$ cat src/dtve_pkg.sv
package dtve_pkg;

  localparam int unsigned PreambleLen  = 132;
  localparam int unsigned ShortHdrLen  = 8;
  localparam int unsigned LongLenBytes = 4;
  localparam int unsigned FifoDepth    = 4;
  localparam int unsigned FifoPtrBits  = 2;
  localparam int unsigned FifoCntBits  = 3;

  localparam logic [15:0] ResetTargetGroup   = 16'h7FE0;
  localparam logic [15:0] ResetTargetElement = 16'h0010;

  // register indexes on the configuration port
  localparam logic REG_TAG_GROUP   = 1'b0;
  localparam logic REG_TAG_ELEMENT = 1'b1;

  // VR characters that take a 32-bit length
  localparam logic [7:0] ChB = 8'h42;
  localparam logic [7:0] ChF = 8'h46;
  localparam logic [7:0] ChN = 8'h4E;
  localparam logic [7:0] ChO = 8'h4F;
  localparam logic [7:0] ChQ = 8'h51;
  localparam logic [7:0] ChS = 8'h53;
  localparam logic [7:0] ChT = 8'h54;
  localparam logic [7:0] ChU = 8'h55;
  localparam logic [7:0] ChW = 8'h57;

  typedef enum logic [2:0] {
    PH_PREAMBLE = 3'd0,
    PH_HEADER   = 3'd1,
    PH_LONGLEN  = 3'd2,
    PH_VALUE    = 3'd3,
    PH_DONE     = 3'd4
  } phase_t;

  typedef enum logic [1:0] {
    MS_NONE   = 2'd0,
    MS_FOUND  = 2'd1,
    MS_ACTIVE = 2'd2
  } match_t;

  localparam logic KIND_VALUE  = 1'b0;
  localparam logic KIND_STATUS = 1'b1;

  typedef struct packed {
    logic [7:0] data_byte;
    logic       final_byte;
  } in_t;

  typedef struct packed {
    logic        item_kind;
    logic [7:0]  value_byte;
    logic [1:0]  search_status;
    logic [31:0] value_offset;
    logic        last_of_run;
  } out_t;

  // results produced by one accepted byte, packed from first
  typedef struct packed {
    logic [1:0] n;
    out_t       first;
    out_t       second;
  } push_t;

  function automatic logic is_long_vr(input logic [7:0] a, input logic [7:0] b);
    logic r;
    r = 1'b0;
    if (a == ChO && (b == ChB || b == ChW || b == ChF)) r = 1'b1;
    if (a == ChS && b == ChQ) r = 1'b1;
    if (a == ChU && (b == ChT || b == ChN)) r = 1'b1;
    return r;
  endfunction

endpackage

$ cat src/dtve_parser.sv
module dtve_parser #(
  parameter int unsigned POSITION_BITS = 32
) (
  input  logic            clk,
  input  logic            rst,
  input  logic            cfg_write,
  input  logic            cfg_index,
  input  logic [15:0]     cfg_data,
  input  logic            accept,
  input  dtve_pkg::in_t   in_data,
  output dtve_pkg::push_t push
);
  import dtve_pkg::*;

  logic [15:0] tag_group;
  logic [15:0] tag_element;

  logic [POSITION_BITS-1:0] file_position, file_position_next;
  phase_t      parse_phase, parse_phase_next;
  logic [63:0] header_bytes, header_bytes_next;
  logic [31:0] long_length_bytes, long_length_bytes_next;
  logic [3:0]  header_count, header_count_next;
  logic [31:0] bytes_remaining, bytes_remaining_next;
  match_t      match_state, match_state_next;
  logic [31:0] match_offset, match_offset_next;

  logic [63:0] hdr_new;
  logic [31:0] long_new;
  logic [5:0]  hdr_sel;
  logic [4:0]  long_sel;
  logic        sv_go;
  logic [31:0] sv_len;
  logic        hit;
  out_t        val_item;
  out_t        stat_item;

  assign hdr_sel  = {header_count[2:0], 3'b000};
  assign long_sel = {header_count[1:0], 3'b000};

  always_comb begin
    hdr_new = header_bytes;
    hdr_new[hdr_sel +: 8] = in_data.data_byte;
    long_new = long_length_bytes;
    long_new[long_sel +: 8] = long_length_bytes[long_sel +: 8] | in_data.data_byte;
  end

  always_comb begin
    file_position_next     = (file_position != '1) ?
                             file_position + POSITION_BITS'(1) : file_position;
    parse_phase_next       = parse_phase;
    header_bytes_next      = header_bytes;
    long_length_bytes_next = long_length_bytes;
    header_count_next      = header_count;
    bytes_remaining_next   = bytes_remaining;
    match_state_next       = match_state;
    match_offset_next      = match_offset;
    sv_go    = 1'b0;
    sv_len   = '0;
    hit      = 1'b0;
    val_item = '0;
    push     = '0;

    case (parse_phase)
      PH_PREAMBLE: begin
        if (file_position_next >= POSITION_BITS'(PreambleLen)) begin
          parse_phase_next  = PH_HEADER;
          header_count_next = '0;
        end
      end
      PH_HEADER: begin
        header_bytes_next = hdr_new;
        header_count_next = header_count + 4'd1;
        if (header_count == 4'(ShortHdrLen - 1)) begin
          if (is_long_vr(hdr_new[39:32], hdr_new[47:40])) begin
            header_count_next      = '0;
            long_length_bytes_next = '0;
            parse_phase_next       = PH_LONGLEN;
          end else begin
            sv_go  = 1'b1;
            sv_len = {16'd0, hdr_new[63:48]};
          end
        end
      end
      PH_LONGLEN: begin
        long_length_bytes_next = long_new;
        header_count_next      = header_count + 4'd1;
        if (header_count == 4'(LongLenBytes - 1)) begin
          sv_go  = 1'b1;
          sv_len = long_new;
        end
      end
      PH_VALUE: begin
        if (match_state == MS_ACTIVE) begin
          val_item.item_kind   = KIND_VALUE;
          val_item.value_byte  = in_data.data_byte;
          val_item.last_of_run = ~in_data.final_byte;
          push.n     = 2'd1;
          push.first = val_item;
        end
        bytes_remaining_next = bytes_remaining - 32'd1;
        if (bytes_remaining == 32'd1) begin
          if (match_state == MS_ACTIVE) begin
            match_state_next = MS_FOUND;
            parse_phase_next = PH_DONE;
          end else begin
            parse_phase_next  = PH_HEADER;
            header_count_next = '0;
          end
        end
      end
      default: ;
    endcase

    // element header complete: compare tag and pick the next phase
    if (sv_go) begin
      hit = (header_bytes_next[15:0] == tag_group) &&
            (header_bytes_next[31:16] == tag_element);
      header_count_next = '0;
      if (hit) begin
        match_offset_next = 32'(file_position_next);
        if (sv_len == 32'd0) begin
          match_state_next = MS_FOUND;
          parse_phase_next = PH_DONE;
        end else begin
          match_state_next     = MS_ACTIVE;
          bytes_remaining_next = sv_len;
          parse_phase_next     = PH_VALUE;
        end
      end else if (sv_len == 32'd0) begin
        parse_phase_next = PH_HEADER;
      end else begin
        bytes_remaining_next = sv_len;
        parse_phase_next     = PH_VALUE;
      end
    end

    stat_item = '0;
    stat_item.item_kind     = KIND_STATUS;
    stat_item.search_status = match_state_next;
    stat_item.value_offset  = (match_state_next != MS_NONE) ? match_offset_next : 32'd0;
    stat_item.last_of_run   = 1'b1;

    if (in_data.final_byte) begin
      if (push.n == 2'd1) begin
        push.second = stat_item;
        push.n      = 2'd2;
      end else begin
        push.first = stat_item;
        push.n     = 2'd1;
      end
      // end of file: back to a fresh parse
      file_position_next     = '0;
      parse_phase_next       = PH_PREAMBLE;
      header_bytes_next      = '0;
      long_length_bytes_next = '0;
      header_count_next      = '0;
      bytes_remaining_next   = '0;
      match_state_next       = MS_NONE;
      match_offset_next      = '0;
    end

    if (!accept) push.n = 2'd0;
  end

  always_ff @(posedge clk) begin
    if (rst) begin
      tag_group         <= ResetTargetGroup;
      tag_element       <= ResetTargetElement;
      file_position     <= '0;
      parse_phase       <= PH_PREAMBLE;
      header_bytes      <= '0;
      long_length_bytes <= '0;
      header_count      <= '0;
      bytes_remaining   <= '0;
      match_state       <= MS_NONE;
      match_offset      <= '0;
    end else begin
      if (cfg_write) begin
        case (cfg_index)
          REG_TAG_GROUP:   tag_group   <= cfg_data;
          REG_TAG_ELEMENT: tag_element <= cfg_data;
          default: ;
        endcase
      end
      if (accept) begin
        file_position     <= file_position_next;
        parse_phase       <= parse_phase_next;
        header_bytes      <= header_bytes_next;
        long_length_bytes <= long_length_bytes_next;
        header_count      <= header_count_next;
        bytes_remaining   <= bytes_remaining_next;
        match_state       <= match_state_next;
        match_offset      <= match_offset_next;
      end
    end
  end

endmodule

$ cat src/dtve_result_fifo.sv
module dtve_result_fifo (
  input  logic            clk,
  input  logic            rst,
  input  dtve_pkg::push_t push,
  input  logic            pop,
  output logic            not_empty,
  output logic            nearly_full,
  output dtve_pkg::out_t  head
);
  import dtve_pkg::*;

  out_t                   mem [FifoDepth];
  logic [FifoPtrBits-1:0] wr_ptr, rd_ptr;
  logic [FifoCntBits-1:0] count, count_next;
  logic [FifoPtrBits-1:0] wr_ptr_1;

  assign wr_ptr_1    = wr_ptr + FifoPtrBits'(1);
  assign not_empty   = (count != '0);
  // fewer than two free slots: a final byte could not be taken
  assign nearly_full = (count > FifoCntBits'(FifoDepth - 2));
  assign head        = mem[rd_ptr];
  assign count_next  = count + FifoCntBits'(push.n) - FifoCntBits'(pop);

  always_ff @(posedge clk) begin
    if (push.n != 2'd0) mem[wr_ptr] <= push.first;
    if (push.n == 2'd2) mem[wr_ptr_1] <= push.second;
  end

  always_ff @(posedge clk) begin
    if (rst) begin
      wr_ptr <= '0;
      rd_ptr <= '0;
      count  <= '0;
    end else begin
      wr_ptr <= wr_ptr + FifoPtrBits'(push.n);
      if (pop) rd_ptr <= rd_ptr + FifoPtrBits'(1);
      count <= count_next;
    end
  end

endmodule

$ cat src/dicom_tag_value_extractor.sv
// Results from an accepted byte are written into the result queue; out_data shows the queue head.
// Throughput: one byte per cycle while in_stall is low; the parse state updates in the accepting cycle.
// The final byte can give two results; a 4-entry result queue absorbs them and
// in_stall is raised while fewer than two queue slots are free.
// Reset (rst, synchronous): parse state and queue cleared, tag set to 7FE0,0010.
module dicom_tag_value_extractor #(
  parameter int unsigned POSITION_BITS = 32
) (
  input  logic           clk,
  input  logic           rst,
  input  logic           cfg_write,
  input  logic           cfg_index,
  input  logic [15:0]    cfg_data,
  input  logic           in_valid,
  output logic           in_stall,
  input  dtve_pkg::in_t  in_data,
  output logic           out_valid,
  input  logic           out_stall,
  output dtve_pkg::out_t out_data
);
  import dtve_pkg::*;

  push_t push;
  logic  accept;
  logic  pop;

  assign accept = in_valid && !in_stall;
  assign pop    = out_valid && !out_stall;

  dtve_parser #(
    .POSITION_BITS(POSITION_BITS)
  ) u_parser (
    .clk       (clk),
    .rst       (rst),
    .cfg_write (cfg_write),
    .cfg_index (cfg_index),
    .cfg_data  (cfg_data),
    .accept    (accept),
    .in_data   (in_data),
    .push      (push)
  );

  dtve_result_fifo u_fifo (
    .clk         (clk),
    .rst         (rst),
    .push        (push),
    .pop         (pop),
    .not_empty   (out_valid),
    .nearly_full (in_stall),
    .head        (out_data)
  );

endmodule

$ cat config.mk
export PLATFORM = sky130hd
export DESIGN_NAME = dicom_tag_value_extractor
export DESIGN_NICKNAME = d
export VERILOG_FILES = /design/src/dtve_pkg.sv /design/src/dtve_parser.sv /design/src/dtve_result_fifo.sv /design/src/dicom_tag_value_extractor.sv
export SDC_FILE = /design/constraint.sdc
export NUM_CORES = 1
export LEC_CHECK = 0
export BUFFER_PORTS_ARGS = -buffer_cell sky130_fd_sc_hd__buf_4
export CAP_MARGIN = 20
export CORE_UTILIZATION = 57
export DETAILED_ROUTE_END_ITERATION = 8
export MAX_ROUTING_LAYER = met4
export PLACE_DENSITY = 0.77
export SYNTH_ARGS = -nofsm -noshare
export SYNTH_HDL_FRONTEND = slang
export SYNTH_SLANG_ARGS = --single-unit
$ cat constraint.sdc
create_clock -name clk -period 4.47 [get_ports clk]
set_clock_uncertainty 0.15 [all_clocks]
set_input_delay 1.341 -clock clk [delete_from_list [all_inputs] [get_ports clk]]
set_output_delay 1.341 -clock clk [all_outputs]
set_load 0.03 [all_outputs]
-- Yosys cells after proc, flatten, opt, wreduce, memory -nomap -nowiden
Memory sizes are Yosys's and may differ from the RTL's. A register that Yosys moved wholly into a read port is not among the register bits.
Index checks and enable logic that the tools add are counted.
- memories kept: 1
- input port bits: 31
- RAM bits: 176
- flip-flop bits (word level): 240
- logic and storage cells: 159
- add/sub/neg operators: 10
- order comparisons: 2
- shift-type cells: 5
- equal/unequal tests: 28
- muxes and demuxes: 70
- bitwise gates (word level): 3
- reduce and logical (&&, ||, !) cells: 26
- memories (memory ; depth ; bits a word ; rd ports ; clocked after memory_dff ; write ports ; RTL line ; source):
    u_fifo.mem ; 4 ; 44 ; 1 ; 1 ; 2 ; dtve_result_fifo.sv:12 ; out_t mem [FifoDepth];
- operator list (kind ; number):
    2-to-1 mux 32 bit ; 15
    2-to-1 mux 64 bit ; 2
    case mux 32 bit (2 select lines) ; 2
    2-to-1 mux 90 bit ; 1
    2-to-1 mux 44 bit ; 2
    == test 8 x 7 -> 1 bit (second input constant) ; 9
    bitwise mux 64 bit ; 1
    variable shift 8 x 8 -> 64 bit (first input constant) ; 1
    indexed part select 8 x 8 -> 64 bit ; 1
    2-to-1 mux 46 bit ; 1
    2-to-1 mux 45 bit ; 1
    adder 32 x 1 -> 32 bit (second input constant) ; 1
    bitwise mux 32 bit ; 1
    == test 16 bit ; 2
    == test 32 x 1 -> 1 bit (second input constant) ; 1
    greater-or-equal comparator 32 x 8 -> 1 bit (second input constant) ; 1
    logical NOT 32 bit ; 1
    inequality test 32 bit (second input constant) ; 1
    variable shift 8 x 7 -> 32 bit (first input constant) ; 1
    indexed part select 32 x 6 -> 8 bit ; 1
    indexed part select 8 x 7 -> 32 bit ; 1
    subtractor 32 x 1 -> 32 bit (second input constant) ; 1
    2-to-1 mux 4 bit ; 7
    2-to-1 mux 3 bit ; 9
    other kinds (37) ; 80

-- Longest topological paths before layout
- depth in word-level cells: 27
- gate-level depth with buffers: 19

-- Modules after synthesis
A second synthesis with hierarchy kept.
- cells, all modules: 2339
- area total of the unflattened synthesis: 23358.7 sq um
- modules (own cells, without submodules) (module ; seq. area each (sq um) ; cells an instance ; instances ; area each (sq um)):
    dtve_parser ; 4664.5 ; 1865 ; 1 ; 14333.7
    dtve_result_fifo ; 5465.2 ; 472 ; 1 ; 8997.4
    dicom_tag_value_extractor ; 0.0 ; 2 ; 1 ; 27.5

-- Worst setup path after synthesis
No wires, ideal clock.
- kind: reg2reg
- start: reg u_parser.header_count[1]
- end: mem u_fifo.mem[0][1] (netlist name), data pin
- required time: 4.055 ns
- cell stages (with the launch flop): 17
- path buffers: 3
- period minus slack after synthesis: 4.697 ns
- path slack: -0.227 ns
- arrival: 4.282 ns
- path through: dfxtp_1 buf_2 buf_2 clkinv_1 ha_1 ha_1 or4b_4 o211a_1 o2bb2a_2 and4bb_1 a221oi_4 a31oi_2 nor4_4 buf_4 mux2_2 nand2_1 nor2_1
- RTL lines (item ; RTL line ; source):
    start: declaration ; dtve_parser.sv:22 ; logic [3:0] header_count, header_count_next;
    start signal: assignment ; dtve_parser.sv:190 ; header_count <= header_count_next;
    end: declaration ; dtve_result_fifo.sv:12 ;

==> flow_summary_export.csv <==
group,metric,value,unit
outcome,status,"finished clean",
synth,synth_top_flop_cell,"dfxtp_1",
power_and_ir_drop,internal_power,6.70,mW
timing,setup_viol,0,
clock_tree,numCtsBuffers,43,
clock_tree,clkTransAtPathRegs,0.06,ns
synth,synth_cell_types,90,
power_and_ir_drop,power_switching,2.62,mW
finish,nets,2575,
synth,synth.most_common_cell,"nor2_1",
clock_tree,cts_root_buffer,"clkbuf_16",
clock_tree,clkSinkCount,418,
detailed_routing,ant_nets,0,
detailed_routing,finalWirelength,67500,microns
detailed_routing,vias_per_cell,6.41,
global_route,grt_start_max_net_pins,58,
detailed_routing,wire_per_inst,22.0,microns
die,design.die.area,0.0388,sq mm
synth,syn-num-nets,2466,
power_and_ir_drop,peakVddDrop,422,uV
timing,worst_slew_pin_slew,0.792,ns
detailed_routing,drt_iter0_drc,2426,
die,dieHeight,197,microns
critical_path,cp-end-kind,"register",
synth,synth.area.top_cells,"dfxtp_1 (25%), edfxtp_1 (20%), nor2_1 (7.2%)",
global_route,grt-ovfl-total,0,
synth,post_synth.cell_area_avg,8.96,sq um
finish,postLayoutCoreUtil,0.669,
detailed_routing,drt-pass1-iter-count,7,
detailed_routing,drc_errors,0,
worst_hold_path,hp-class,"reg2reg",
critical_path,critical_path_class,"reg2reg",
finish,drive_above_1_share,0.172,
timing,post-route-min-period,4.43,ns
power_and_ir_drop,seq_power_share,0.438,
synth,synthArstFlopShare,0,
timing,setup_slack,0.0364,ns
clock_tree,clk-insertion-delay-late,0.58,ns
power_and_ir_drop,p_sw_frac,0.281,
synth,synth_top_area_frac,0.253,
global_route,antenna_found_initial,0,
timing,finalHoldViolCount,0,
timing,fin_crit_sh,0.992,
global_route,grt.total_usage,0.357,
critical_path,required,4.64,ns
synth,synth_seq_area_share,0.453,
die,core_area,0.0376,sq mm
global_route,grt_pass1_vias,18800,
synth,synth_common_cells,"nor2_1 (416), dfxtp_1 (274), nand2_1 (235), a21oi_1 (170), edfxtp_1 (144)",
timing,slew_headroom,0.468,
synth,synth_top_area_cell,"dfxtp_1",
timing,slew_violations,0,
placed_design,gp_congestion,0.980,
finish,areaGrowthSynthToFinish,16.0,%
detailed_routing,vias,19700,
flow_run,cap_violations,0,
global_route,grt_pass1_wl,105000,microns
finish,nFillCells,3021,
synth,synth_cells,2419,
placed_design,place_ws,-0.336,ns
power_and_ir_drop,power_frac_comb,0.180,
timing,setup_tns,0,ns
die,io_pins,77,
die,die_w,197,microns
critical_path,crit_path_start_kind,"register",
placed_design,portBuffers,76,
power_and_ir_drop,power.density,371,mW/mm^2
power_and_ir_drop,power_leakage,8.84,nW
synth,ys_ff_latch,418,
synth,synth_edf_count,144,
timing,fmax,226,MHz
placed_design,dp_hpwl,46400,microns
die,initial_core_util,0.577,
clock_tree,clockBufferDepth,3,
timing,rsz0062_at_grt,"true",
die,rows,71,
clock_tree,tritoncts,"built",
critical_path,critPathArrivalTime,4.60,ns
power_and_ir_drop,power_frac_clock,0.382,
clock_tree,h-tree-depth,2,
finish,n_antenna_cell,0,
synth,syn_area,0.0217,sq mm
synth,yosys_warnings,0,
critical_path,crit_fanout,13,
==> routing by layer <==
metal,GRT usage,vias up,share of wire,wire length (microns)
li1,-,9004,-,-
met3,0.0447,177,0.081,5480
met5,-,-,0,0
met4,0.141,0,0.036,2450
met1,0.463,9452,0.41,27500
met2,0.569,1037,0.47,32000
==> state kept, by name (all words and copies together), names as in the netlist, 3 cells and up, named ones only <==
| signal | count |
|---|---|
| u_fifo.count | 3 |
| u_fifo.mem | 176 |
| u_parser.bytes_remaining | 32 |
| u_parser.file_position | 32 |
| u_parser.header_bytes | 64 |
| u_parser.header_count | 4 |
| u_parser.long_length_bytes | 32 |
| u_parser.match_offset | 32 |
| u_parser.parse_phase | 3 |
| u_parser.tag_element | 16 |
| u_parser.tag_group | 16 |
==> worst max-delay path, cell delays in order (launching register included) <==
cell	delay [ns]
dfxtp_1	0.34
inv_1	0.06
ha_2	0.21
ha_4	0.28
buf_4	0.14
or4b_4	0.52
o211a_1	0.25
o2bb2a_2	0.25
and4bb_1	0.21
a221oi_4	0.30
a31oi_4	0.17
nor4_4	0.26
buf_6	0.17
buf_12	0.13
buf_12	0.14
mux2_2	0.37
nand2_2	0.12
nor2_1	0.08
==> what timing repair did <==
| action | in CTS | in global routing |
|---|---|---|
| hold buffers | 0 | 0 |
| gates cloned | 0 | 1 |
| pin swaps | 0 | 2 |
| gates resized for setup | 1 | 25 |
| setup endpoints to repair | 22 | 168 |
| setup buffers | 0 | 1 |
==> final timing paths <==
kind / from / endpoint / slack, ns / cells after the start
worst min-delay path: u_parser.match_offset[14]$_SDFFE_PP0P_ / u_parser.match_offset[14]$_SDFFE_PP0P_ / 0.30 / 2
worst min register to register: u_parser.match_offset[14]$_SDFFE_PP0P_ / u_parser.match_offset[14]$_SDFFE_PP0P_ / 0.30 / 2
worst max register to register: u_parser.header_count[0]$_SDFFE_PP0P_ / u_fifo.mem[0][6]$_DFFE_PP_ / 0.04 / 17
worst max-delay path: u_parser.header_count[0]$_SDFFE_PP0P_ / u_fifo.mem[0][6]$_DFFE_PP_ / 0.04 / 17
==> cell families (layout without fill, tap and decap cells) <==
group,count (synthesis),count (layout),share of synthesized area
mux,121,121,0.0838
xor+xnor,61,61,0.0247
compound gates,566,566,0.173
buf+inv,246,384,0.0456
flops,418,418,0.453
fa+ha+maj,16,16,0.00958
simple gates,991,991,0.211
==> area by class of cell <==
type | instances | area [sq um] | area share
multi-input combinational | 1755 | 11000 | 0.439
sequential | 418 | 9810 | 0.390
timing repair buffer | 243 | 2050 | 0.0815
clock buffer | 58 | 1190 | 0.0475
tap | 511 | 639 | 0.0254
inverter | 67 | 253 | 0.0101
clock inverter | 16 | 160 | 0.00637
==> cell usage in the layout, fill, tap and decap left out, types with 11 or more instances in the layout <==
master     netlist  layout
nor3_1          51      50
nand3_1         65      64
xnor2_1         48      48
mux2i_1         43      42
inv_1           65      65
mux4_2          45      45
nand2_2          0      12
nand4_1         29      29
ha_1            15      13
and3_1          19      18
nor4_1          25      22
a22oi_1         86      86
buf_4            7     223
nor2b_1         16      16
o21ai_0         90      88
edfxtp_1       144     144
clkbuf_1       135      11
clkbuf_16        0      46
nand2b_1        19      19
a22o_1          26      26
dfxtp_1        274     271
and2_1          23      23
buf_12           0      16
o211ai_1        12      12
o22ai_1         37      37
nor2_1         416     413
xor2_1          13      13
a21oi_1        170     170
mux2_2          33      33
nand2_1        235     223
or3_1           30      30
==> power by group through the flow <==
stage	logic, mW	clock network (mW)	registers [mW]
3_3_place_gp	1.64	0	4.15
2_1_floorplan	1.09	0	4.13
3_5_place_dp	1.66	0	4.16
5_1_grt	1.78	3.74	4.09
4_1_cts	1.67	3.61	4.08
6_report	1.68	3.56	4.08
==> through the flow <==
stage	std cells	cell area (sq um)	total power, mW	hold slack [ns]
3_5_place_dp	2991	23700	5.82	0.292
6_report	3068	25100	9.32	0.299
3_3_place_gp	2991	23700	5.79	0.287
2_1_floorplan	2419	21700	5.22	0.267
4_1_cts	3065	25000	9.36	0.305
5_1_grt	3068	25100	9.60	0.330
(Power assumes the default switching activity.)
